**config.mk**
```make
export PLATFORM = sky130hd
export DESIGN_NAME = dimacs_cnf_tokenizer_flat
export DESIGN_NICKNAME = d
export VERILOG_FILES = /design/src/rtl/dcnf_pkg.sv /design/src/rtl/dcnf_stream_if.sv /design/src/rtl/dimacs_cnf_tokenizer.sv /design/src/rtl/dcnf_result_queue.sv /design/src/flat_wrapper.sv
export SDC_FILE = /design/constraint.sdc
export NUM_CORES = 1
export LEC_CHECK = 0
export ABC_AREA = 1
export BUFFER_PORTS_ARGS = -buffer_cell sky130_fd_sc_hd__buf_2
export CAP_MARGIN = 30
export CORE_MARGIN = 2
export CORE_UTILIZATION = 29
export DETAILED_ROUTE_END_ITERATION = 16
export HOLD_SLACK_MARGIN = 0.1
export PLACE_DENSITY = 0.52
export SETUP_SLACK_MARGIN = 0.3
export SYNTH_ARGS = -nofsm -noshare
export SYNTH_HDL_FRONTEND = slang
export SYNTH_SLANG_ARGS = --single-unit
```
**constraint.sdc**
```tcl
create_clock -name i_clk -period 4.6 [get_ports i_clk]
set_input_delay 0.46 -clock i_clk [delete_from_list [all_inputs] [get_ports i_clk]]
set_output_delay 0.46 -clock i_clk [all_outputs]
set_load 0.005 [all_outputs]
```
**src/rtl/dcnf_pkg.sv**
```systemverilog
`timescale 1ns / 1ps
`default_nettype none
// ----------------------------------------------------------------------------
// dcnf_pkg
// Shared types, codes and character helpers of the DIMACS CNF tokenizer.
// ----------------------------------------------------------------------------
package dcnf_pkg;

    localparam int unsigned VALUE_WIDTH_DEF = 32;
    localparam int unsigned OUT_WIDTH       = 32;
    localparam int unsigned QUEUE_DEPTH     = 4;
    localparam int unsigned QCNT_W          = $clog2(QUEUE_DEPTH + 1);
    localparam int unsigned QIDX_W          = $clog2(QUEUE_DEPTH);

    localparam logic [7:0] CH_TAB     = 8'd9;
    localparam logic [7:0] CH_CR      = 8'd13;
    localparam logic [7:0] CH_SPACE   = 8'd32;
    localparam logic [7:0] CH_NEWLINE = 8'd10;
    localparam logic [7:0] CH_MINUS   = 8'h2d;
    localparam logic [7:0] CH_ZERO    = 8'h30;
    localparam logic [7:0] CH_NINE    = 8'h39;
    localparam logic [7:0] CH_C       = 8'h63;
    localparam logic [7:0] CH_P       = 8'h70;

    // header: the 'p' byte plus four more are skipped
    localparam logic [2:0] HDR_SKIP   = 3'd4;

    typedef enum logic [6:0] {
        M_START   = 7'b0000001,
        M_COMMENT = 7'b0000010,
        M_HSKIP   = 7'b0000100,
        M_HDR_PRE = 7'b0001000,
        M_HDR_DIG = 7'b0010000,
        M_LIT     = 7'b0100000,
        M_ERROR   = 7'b1000000
    } t_mode;

    typedef enum logic [2:0] {
        K_LIT   = 3'd0,
        K_CEND  = 3'd1,
        K_HVARS = 3'd2,
        K_HCLS  = 3'd3,
        K_ERR   = 3'd4,
        K_TOTAL = 3'd5
    } t_kind;

    typedef struct packed {
        t_kind                 kind;
        logic [OUT_WIDTH-1:0]  value;
        logic                  mismatch;
        logic                  last;
    } t_result;

    typedef struct packed {
        logic [1:0] count;
        t_result    first;
        t_result    second;
    } t_push;

    function automatic t_result mk_res(t_kind k, logic [OUT_WIDTH-1:0] v, logic m);
        t_result r;
        r.kind     = k;
        r.value    = v;
        r.mismatch = m;
        r.last     = 1'b0;
        return r;
    endfunction

    function automatic logic is_space(logic [7:0] c);
        return ((c >= CH_TAB) && (c <= CH_CR)) || (c == CH_SPACE);
    endfunction

    function automatic logic is_digit(logic [7:0] c);
        return (c >= CH_ZERO) && (c <= CH_NINE);
    endfunction

endpackage
`default_nettype wire

```
**src/rtl/dcnf_stream_if.sv**
```systemverilog
`timescale 1ns / 1ps
`default_nettype none
// ----------------------------------------------------------------------------
// dcnf_stream_if
// Valid/ready channels: text bytes in, tokens out.
// ----------------------------------------------------------------------------
interface dcnf_in_if;
    logic       valid;
    logic       ready;
    logic [7:0] text_byte;
    logic       end_of_text;

    modport source (output valid, output text_byte, output end_of_text, input ready);
    modport sink   (input valid, input text_byte, input end_of_text, output ready);
endinterface

interface dcnf_out_if;
    logic        valid;
    logic        ready;
    logic [2:0]  token_kind;
    logic [31:0] token_value;
    logic        count_mismatch;
    logic        last_of_run;

    modport source (output valid, output token_kind, output token_value,
                    output count_mismatch, output last_of_run, input ready);
    modport sink   (input valid, input token_kind, input token_value,
                    input count_mismatch, input last_of_run, output ready);
endinterface
`default_nettype wire

```
**src/rtl/dimacs_cnf_tokenizer.sv**
```systemverilog
`timescale 1ns / 1ps
`default_nettype none
// ----------------------------------------------------------------------------
// dimacs_cnf_tokenizer
// Scans DIMACS CNF text a byte per request and emits literals, clause ends,
// header counts, the clause total and parse errors.
// ----------------------------------------------------------------------------
// Tokens are registered in the result queue and offered on o_out in order.
// Throughput: one byte per cycle while i_in.ready is high; the two tokens of
//   one byte leave one by one from the single-read result queue (4 entries).
// i_in.ready drops while the queue holds more than two tokens.
// Reset (synchronous): scanner back to token start, counters cleared,
//   queue emptied.
module dimacs_cnf_tokenizer #(
    parameter int unsigned VALUE_WIDTH = dcnf_pkg::VALUE_WIDTH_DEF
) (
    input  wire logic  i_clk,
    input  wire logic  i_rst_n,
    dcnf_in_if.sink    i_in,
    dcnf_out_if.source o_out
);
    import dcnf_pkg::*;

    localparam int unsigned W  = VALUE_WIDTH;
    localparam int unsigned XW = (W > OUT_WIDTH) ? W : OUT_WIDTH;
    localparam logic [W-2:0] MAG_MAX = '1;

    t_mode        r_mode, n_mode;
    logic [2:0]   r_skip, n_skip;
    logic [W-2:0] r_acc, n_acc;
    logic         r_neg, n_neg;
    logic [W-2:0] r_total, n_total;
    logic [W-1:0] r_hcc, n_hcc;

    logic         w_fire;
    logic         w_room;
    logic         w_qroom;
    logic [W-1:0] w_num;
    logic [W-2:0] w_total_inc;
    logic [7:0]   w_c;
    logic         w_c_digit;
    logic         w_c_num;

    logic         v_fail;
    logic         v_done;
    logic [1:0]   v_n;
    t_result      v_r0, v_r1;
    t_push        w_push;
    t_result      w_head;
    logic         w_qvalid;

    function automatic logic [W-2:0] acc_next(logic [W-2:0] a, logic [3:0] d);
        logic [W+2:0] s;
        s = {1'b0, a, 3'b000} + {3'b000, a, 1'b0} + (W+3)'(d);
        return (s > (W+3)'(MAG_MAX)) ? MAG_MAX : s[W-2:0];
    endfunction

    function automatic logic [OUT_WIDTH-1:0] to_out(logic [W-1:0] v);
        logic [XW-1:0] x;
        x = XW'(v);
        return x[OUT_WIDTH-1:0];
    endfunction

    assign w_room      = 1'b1 & w_qroom;
    assign w_fire      = i_in.valid & i_in.ready;
    assign w_c         = i_in.text_byte;
    assign w_c_digit   = is_digit(w_c);
    assign w_c_num     = w_c_digit || (w_c == CH_MINUS);
    assign w_num       = r_neg ? ('0 - {1'b0, r_acc}) : {1'b0, r_acc};
    assign w_total_inc = (r_total != MAG_MAX) ? (r_total + (W-1)'(1)) : r_total;

    always_comb begin
        n_mode  = r_mode;
        n_skip  = r_skip;
        n_acc   = r_acc;
        n_neg   = r_neg;
        n_total = r_total;
        n_hcc   = r_hcc;
        v_fail  = 1'b0;
        v_done  = 1'b0;
        v_n     = 2'd0;
        v_r0    = '0;
        v_r1    = '0;

        if (w_fire && (r_mode != M_ERROR)) begin
            if (i_in.end_of_text) begin
                unique case (r_mode)
                    M_COMMENT: begin
                        v_fail = 1'b1;
                    end
                    M_LIT: begin
                        if (r_acc != '0) begin
                            v_fail = 1'b1;
                        end else begin
                            v_r0    = mk_res(K_CEND, '0, 1'b0);
                            v_n     = 2'd1;
                            n_total = w_total_inc;
                        end
                    end
                    M_HDR_PRE: begin
                        n_hcc = '0;
                    end
                    M_HDR_DIG: begin
                        n_hcc = (r_skip != 3'd0) ? w_num : '0;
                    end
                    default: begin
                    end
                endcase
                if (!v_fail) begin
                    if (v_n == 2'd0) begin
                        v_r0 = mk_res(K_TOTAL, to_out({1'b0, n_total}),
                                      ({1'b0, n_total} != n_hcc));
                    end else begin
                        v_r1 = mk_res(K_TOTAL, to_out({1'b0, n_total}),
                                      ({1'b0, n_total} != n_hcc));
                    end
                    v_n     = v_n + 2'd1;
                    n_mode  = M_START;
                    n_skip  = 3'd0;
                    n_acc   = '0;
                    n_neg   = 1'b0;
                    n_total = '0;
                    n_hcc   = '0;
                end
            end else begin
                // first pass: current mode, may close a number
                unique case (r_mode)
                    M_START, M_HDR_PRE: begin
                    end
                    M_COMMENT: begin
                        if (w_c == CH_NEWLINE) begin
                            n_mode = M_START;
                        end
                        v_done = 1'b1;
                    end
                    M_HSKIP: begin
                        n_skip = r_skip - 3'd1;
                        if (n_skip == 3'd0) begin
                            n_mode = M_HDR_PRE;
                        end
                        v_done = 1'b1;
                    end
                    M_HDR_DIG: begin
                        if (w_c_digit) begin
                            n_acc  = acc_next(r_acc, w_c[3:0]);
                            v_done = 1'b1;
                        end else begin
                            n_acc = '0;
                            n_neg = 1'b0;
                            if (r_skip != 3'd0) begin
                                v_r0   = mk_res(K_HCLS, to_out(w_num), 1'b0);
                                n_hcc  = w_num;
                                n_skip = 3'd0;
                                n_mode = M_START;
                            end else begin
                                v_r0   = mk_res(K_HVARS, to_out(w_num), 1'b0);
                                n_skip = 3'd1;
                                n_mode = M_HDR_PRE;
                            end
                            v_n = 2'd1;
                        end
                    end
                    M_LIT: begin
                        if (w_c_digit) begin
                            n_acc  = acc_next(r_acc, w_c[3:0]);
                            v_done = 1'b1;
                        end else begin
                            if (r_acc == '0) begin
                                v_r0    = mk_res(K_CEND, '0, 1'b0);
                                n_total = w_total_inc;
                            end else begin
                                v_r0 = mk_res(K_LIT, to_out(w_num), 1'b0);
                            end
                            v_n    = 2'd1;
                            n_acc  = '0;
                            n_neg  = 1'b0;
                            n_mode = M_START;
                        end
                    end
                    default: begin
                        v_done = 1'b1;
                    end
                endcase

                // header count prefix; a missing count reads as zero
                if (!v_done && (n_mode == M_HDR_PRE)) begin
                    if (is_space(w_c)) begin
                        v_done = 1'b1;
                    end else if (w_c_num) begin
                        n_neg  = (w_c == CH_MINUS);
                        n_acc  = w_c_digit ? (W-1)'(w_c[3:0]) : '0;
                        n_mode = M_HDR_DIG;
                        v_done = 1'b1;
                    end else begin
                        if (n_skip == 3'd0) begin
                            v_r0 = mk_res(K_HVARS, '0, 1'b0);
                            v_r1 = mk_res(K_HCLS, '0, 1'b0);
                            v_n  = 2'd2;
                        end else if (v_n == 2'd0) begin
                            v_r0 = mk_res(K_HCLS, '0, 1'b0);
                            v_n  = 2'd1;
                        end else begin
                            v_r1 = mk_res(K_HCLS, '0, 1'b0);
                            v_n  = 2'd2;
                        end
                        n_hcc  = '0;
                        n_skip = 3'd0;
                        n_mode = M_START;
                    end
                end

                // token start
                if (!v_done && (n_mode == M_START)) begin
                    if (is_space(w_c)) begin
                    end else if (w_c == CH_C) begin
                        n_mode = M_COMMENT;
                    end else if (w_c == CH_P) begin
                        n_mode = M_HSKIP;
                        n_skip = HDR_SKIP;
                    end else if (w_c_num) begin
                        n_neg  = (w_c == CH_MINUS);
                        n_acc  = w_c_digit ? (W-1)'(w_c[3:0]) : '0;
                        n_mode = M_LIT;
                    end else begin
                        v_fail = 1'b1;
                    end
                end
            end

            if (v_fail) begin
                v_r0   = mk_res(K_ERR, '0, 1'b0);
                v_r1   = '0;
                v_n    = 2'd1;
                n_mode = M_ERROR;
            end
            if (v_n == 2'd1) begin
                v_r0.last = 1'b1;
            end else if (v_n == 2'd2) begin
                v_r1.last = 1'b1;
            end
        end
    end

    always_ff @(posedge i_clk) begin
        if (!i_rst_n) begin
            r_mode  <= M_START;
            r_skip  <= 3'd0;
            r_acc   <= '0;
            r_neg   <= 1'b0;
            r_total <= '0;
            r_hcc   <= '0;
        end else begin
            r_mode  <= n_mode;
            r_skip  <= n_skip;
            r_acc   <= n_acc;
            r_neg   <= n_neg;
            r_total <= n_total;
            r_hcc   <= n_hcc;
        end
    end

    assign w_push.count  = v_n;
    assign w_push.first  = v_r0;
    assign w_push.second = v_r1;

    dcnf_result_queue u_queue (
        .i_clk   (i_clk),
        .i_rst_n (i_rst_n),
        .i_push  (w_push),
        .i_pop   (w_qvalid & o_out.ready),
        .o_room  (w_qroom),
        .o_valid (w_qvalid),
        .o_head  (w_head)
    );

    assign i_in.ready           = w_room;
    assign o_out.valid          = w_qvalid;
    assign o_out.token_kind     = w_head.kind;
    assign o_out.token_value    = w_head.value;
    assign o_out.count_mismatch = w_head.mismatch;
    assign o_out.last_of_run    = w_head.last;

    a_error_sticks: assert property (@(posedge i_clk) disable iff (!i_rst_n)
        (r_mode == M_ERROR) |=> (r_mode == M_ERROR) && (w_push.count == 2'd0))
        else $error("activity after parse error");

    a_error_alone: assert property (@(posedge i_clk) disable iff (!i_rst_n)
        (w_push.count == 2'd2) |->
            ((w_push.first.kind != K_ERR) && (w_push.second.kind != K_ERR)))
        else $error("parse error paired with another token");

    a_mismatch_total: assert property (@(posedge i_clk) disable iff (!i_rst_n)
        ((w_push.count != 2'd0) && (w_push.first.kind != K_TOTAL))
            |-> !w_push.first.mismatch)
        else $error("mismatch flag on a non-total token");

endmodule
`default_nettype wire

```
**src/rtl/dcnf_result_queue.sv**
```systemverilog
`timescale 1ns / 1ps
`default_nettype none
// ----------------------------------------------------------------------------
// dcnf_result_queue
// Shifting result queue: takes up to two tokens per cycle, hands out one.
// ----------------------------------------------------------------------------
module dcnf_result_queue (
    input  logic              i_clk,
    input  logic              i_rst_n,
    input  dcnf_pkg::t_push   i_push,
    input  logic              i_pop,
    output logic              o_room,
    output logic              o_valid,
    output dcnf_pkg::t_result o_head
);
    import dcnf_pkg::*;

    t_result           r_q [QUEUE_DEPTH];
    t_result           n_q [QUEUE_DEPTH];
    logic [QCNT_W-1:0] r_cnt;
    logic [QCNT_W-1:0] n_cnt;
    logic [QCNT_W-1:0] v_base;

    always_comb begin
        v_base = r_cnt - QCNT_W'(i_pop);
        for (int k = 0; k < QUEUE_DEPTH - 1; k++) begin
            n_q[k] = i_pop ? r_q[k + 1] : r_q[k];
        end
        n_q[QUEUE_DEPTH - 1] = r_q[QUEUE_DEPTH - 1];
        if (i_push.count != 2'd0) begin
            n_q[v_base[QIDX_W-1:0]] = i_push.first;
        end
        if (i_push.count == 2'd2) begin
            n_q[v_base[QIDX_W-1:0] + QIDX_W'(1)] = i_push.second;
        end
        n_cnt = v_base + QCNT_W'(i_push.count);
    end

    always_ff @(posedge i_clk) begin
        if (!i_rst_n) begin
            r_cnt <= '0;
        end else begin
            r_cnt <= n_cnt;
        end
        r_q <= n_q;
    end

    assign o_room  = (r_cnt <= QCNT_W'(QUEUE_DEPTH - 2));
    assign o_valid = (r_cnt != '0);
    assign o_head  = r_q[0];

    a_cnt_bound: assert property (@(posedge i_clk) disable iff (!i_rst_n)
        r_cnt <= QCNT_W'(QUEUE_DEPTH))
        else $error("result queue count out of range");

    a_push_room: assert property (@(posedge i_clk) disable iff (!i_rst_n)
        (i_push.count != 2'd0) |-> o_room)
        else $error("push without room");

    a_pop_only: assert property (@(posedge i_clk) disable iff (!i_rst_n)
        (i_pop && (i_push.count == 2'd0)) |=> (r_cnt == $past(r_cnt) - QCNT_W'(1)))
        else $error("pop did not drop count");

endmodule
`default_nettype wire

```
**src/flat_wrapper.sv**
```systemverilog
// flat-port wrapper written by rule: the top's interface ports become plain ports
module dimacs_cnf_tokenizer_flat import dcnf_pkg::*;
#(
    parameter int unsigned VALUE_WIDTH = dcnf_pkg::VALUE_WIDTH_DEF
)
  (i_clk, i_rst_n, i_in_valid, i_in_text_byte, i_in_end_of_text, i_in_ready, o_out_valid, o_out_token_kind, o_out_token_value, o_out_count_mismatch, o_out_last_of_run, o_out_ready);
  dcnf_in_if i_in_i ();
  dcnf_out_if o_out_i ();
  input  wire logic i_clk;
  input  wire logic i_rst_n;
  input wire logic [$bits(i_in_i.valid)-1:0] i_in_valid;
  input wire logic [$bits(i_in_i.text_byte)-1:0] i_in_text_byte;
  input wire logic [$bits(i_in_i.end_of_text)-1:0] i_in_end_of_text;
  output wire logic [$bits(i_in_i.ready)-1:0] i_in_ready;
  output wire logic [$bits(o_out_i.valid)-1:0] o_out_valid;
  output wire logic [$bits(o_out_i.token_kind)-1:0] o_out_token_kind;
  output wire logic [$bits(o_out_i.token_value)-1:0] o_out_token_value;
  output wire logic [$bits(o_out_i.count_mismatch)-1:0] o_out_count_mismatch;
  output wire logic [$bits(o_out_i.last_of_run)-1:0] o_out_last_of_run;
  input wire logic [$bits(o_out_i.ready)-1:0] o_out_ready;
  assign i_in_i.valid = i_in_valid;
  assign i_in_i.text_byte = i_in_text_byte;
  assign i_in_i.end_of_text = i_in_end_of_text;
  assign i_in_ready = i_in_i.ready;
  assign o_out_valid = o_out_i.valid;
  assign o_out_token_kind = o_out_i.token_kind;
  assign o_out_token_value = o_out_i.token_value;
  assign o_out_count_mismatch = o_out_i.count_mismatch;
  assign o_out_last_of_run = o_out_i.last_of_run;
  assign o_out_i.ready = o_out_ready;
  dimacs_cnf_tokenizer #(.VALUE_WIDTH(VALUE_WIDTH)) u_core (.i_clk(i_clk), .i_rst_n(i_rst_n), .i_in(i_in_i), .o_out(o_out_i));
endmodule
```
==> metrics.md <==
| Metric | Value |
|---|---|
| Top-area cell type share of the netlist area | 0.249 |
| Layout area overhead | 10.4% |
| Status | finished, final reports clean |
| Fmax | between 200 and 300 MHz |
| Die Span Y | 270 um |
| CP startpoint kind | register |
| Worst path required time | between 5000 and 6000 ps |
| Post-DR vias/cell | between 5 and 6 |
| Final min period | 3940 ps |
| Final slew viol count | 0 |
| PD cells | ~450 mW/mm2 |
| Final setup vio count | 0 |
| Syn Area/Cell | between 5 and 6 um2 |
| H-Tree Depth | 2 |
| Count leader, synth | nand2_1 |
| Clock Latency Late Sink | 560 ps |
| Initial Util | 0.293 |
| Slew headroom | 0.384 |
| Cell Area, Synth | 0.0206 mm2 |
| FF+latch count, synth | 256 |
| Largest area contributor in the netlist | dfxtp_1 |
| Sequential element share of the synthesized area | 0.249 |
| Die area | around 0.073 mm2 |
| WL per Instance | roughly 18 um |
| Critical path's slowest cell | inv_2 |
| Crit Path Max Fanout | 38 |
| Io pins | 52 |
| Number of global-route vias before repair | ~21000 |
| Dpl hpwl | just under 60000 um |
| Post-synth EDFFs | 0 |
| Num CTS Buffers | 34 |
| CP cell instances | nor2_1 -> nand2_2 -> inv_2 -> nand2_1 -> nand2_4 -> nor2_1 -> nor2_4 -> inv_2 -> a21oi_4 -> nand4_2 -> nand2_2 -> inv_2 -> nand2_2 -> nand2_4 -> nand2_4 -> nor2_8 -> inv_2 -> o21ai_0 -> o21ai_1 |
| WL final | 80500 um |
| Worst Path Buf+Inv | 4 |
| Initial antenna violation count | 1 |
| Netlist cell types | 56 |
| Worst Hold Class | in -> reg |
| Post-route ant nets | 0 |
| R2r setup slk | 660 ps |
| Final Net Count | approximately 3500 |
| CTS tree | done |
| Post-DP Area | between 0.02 and 0.025 mm2 |
| Crit Path Category | reg -> reg |
| Starting DRT DRC Count | 2113 |
| FILL cells | about 8000 |
| Global-route wire length before repair | 125000 um |
| Synth top cells by count | nand2_1, inv_1, nor2_1 |
| Max incr delay on CP | roughly 650 ps |
| Design Area, Final | 0.0227 mm2 |
| MaxCap Viol Count | 0 |
| Hold_buf cts | 0 |
| Critical Path End Type | register |
| Final critical-path share of the clock period | 0.857 |
| CTS sink count | 256 |
| Ant. Diodes | 0 |
| Site Rows | between 90 and 100 |
| Largest delay share family, worst path | simple AND/OR/NAND/NOR gates |
| Largest cells by area after synthesis | dfxtp_1, nand2_1, o21ai_0 |
| Drt first pass iters | 7 |
| Clock skew | 19.7 ps |
| Worst VDD drop | ~0.29 mV |
| Port Buf Inserts | 51 |
| Die X | 270 um |
| Worst-margin pin slew | 914 ps |
| Fraction of layout cells with a size suffix above 1 | 0.0749 |
| DR DRC count | 0 |
| Cell count after synthesis | 3508 |
| Pleak | between 10 and 15 nW |
| Dpl cells | 4365 |
| All-layer global routing usage | 0.215 |
| Clk buf depth | 3 |
| Setup TNS Final | 0 ps |
| Crit path top cell by count | inv_2 |
| Asr flop ratio synth | 0 |
| Largest net degree at the start of global routing | just under 80 |
| Core Footprint | approximately 0.07 mm2 |
| Critical Path AT | 4440 ps |
| Unrepaired setup endpoints after global routing | false |
| Primary FF master, synth | dfxtp_1 |
| Vias | approximately 23000 |
| Final hold violation count | 0 |
| Post-Layout Cell Count | 4423 |
| Root buffer cell | clkbuf_16 |
| GRT overflow | 0 |
| Synthesized Nets | 3594 |
| Routability cong. | approximately 0.93 |
| CTS clk-pin slew, worst paths | approximately 60 ps |
| Syn. warnings | 0 |
worst paths after layout:
| kind | startpoint | end | depth (start not counted) |
|---|---|---|---|
| hold / removal | i_in_text_byte[0] | u_core.r_acc[0]$_SDFFE_PN0P_ | 5 |
| hold reg to reg | u_core.r_skip[1]$_SDFFE_PN0P_ | u_core.r_skip[1]$_SDFFE_PN0P_ | 2 |
| setup reg to reg | u_core.r_mode[2]$_SDFFE_PN0P_ | u_core.u_queue.r_q[2]$_DFF_P_ | 19 |
| setup / recovery | u_core.r_mode[2]$_SDFFE_PN0P_ | u_core.u_queue.r_q[2]$_DFF_P_ | 19 |
kinds of logic after synthesis:
family	share of synthesized area
flops	0.249
compound gates	0.206
fa+ha+maj	0.0455
mux	0.00730
xor+xnor	0.0196
buf+inv	0.118
simple gates	0.355
through the flow:
stage          total power [mW]  setup slack [ps]   util  hold WS, ps
5_1_grt                    11.0               318  0.323          403
2_1_floorplan              6.39              1020      -          443
3_5_place_dp               7.35               396  0.307          474
6_report                   10.2               656  0.323          387
3_3_place_gp               7.35               460  0.307          471
4_1_cts                    10.2               532  0.323          358
routing by layer:
metal | track usage | up-vias | share of wire | wire, um
met4 | 0.0568 | 2 | 0.023 | 1860
met2 | 0.332 | 797 | 0.43 | 34900
met1 | 0.312 | 10300 | 0.47 | 38000
li1 | - | 11300 | - | -
met3 | 0.0292 | 106 | 0.072 | 5780
met5 | 0 | - | 0.00016 | 13
power by group:
part           switching [mW]  leakage (nW)  internal [mW]
Clock                    1.14         0.557           1.68
Sequential              0.370          2.11           2.92
Combinational            2.61          7.92           1.47
Total                    4.12          10.6           6.07
state kept, by name (all words and copies together) (netlist names):
| name | count |
|---|---|
| u_core.r_total | 31 |
| u_core.r_neg | 1 |
| u_core.u_queue.o_head | 37 |
| u_core.r_acc | 31 |
| u_core.u_queue.r_cnt | 3 |
| u_core.r_mode | 7 |
| u_core.r_hcc | 32 |
| u_core.u_queue.r_q | 111 |
| u_core.r_skip | 3 |
layout by cell type (no fill, tap or decap), types with 38 or more instances in the layout:
cell type | synthesis | final
ha_1 | 70 | 70
nand3_1 | 187 | 187
a21oi_1 | 252 | 251
dfxtp_1 | 256 | 256
inv_1 | 324 | 323
buf_4 | 42 | 63
a31oi_1 | 38 | 38
o21ai_0 | 295 | 293
nand2_1 | 1180 | 1178
nor2_1 | 317 | 313
o211ai_1 | 43 | 43
buf_2 | 38 | 51
o21ai_1 | 65 | 67
what timing repair did:
| item | in CTS | in global routing |
|---|---|---|
| setup buffers | 0 | 0 |
| endpoints found under the setup margin | 0 | 31 |
| gates resized for setup | 0 | 3 |
| endpoints found under the hold margin | 0 | 0 |
final cells by class:
| cell class | count | area [um2] | share of cell area |
|---|---|---|---|
| clock buffer | 48 | 995 | 0.0438 |
| clock inverter | 10 | 153 | 0.00673 |
| inverter | 356 | 1340 | 0.0590 |
| multi-input combinational | 2693 | 13100 | 0.576 |
| sequential | 256 | 5120 | 0.226 |
| tap | 940 | 1180 | 0.0518 |
| timing repair buffer | 120 | 840 | 0.0370 |
tightest hold or removal path, delay by kind of cell:
family          cells  cell delay [ps]
buf+inv             1              170
simple gates        2              150
compound gates      2              110
(Power assumes the default switching activity.)
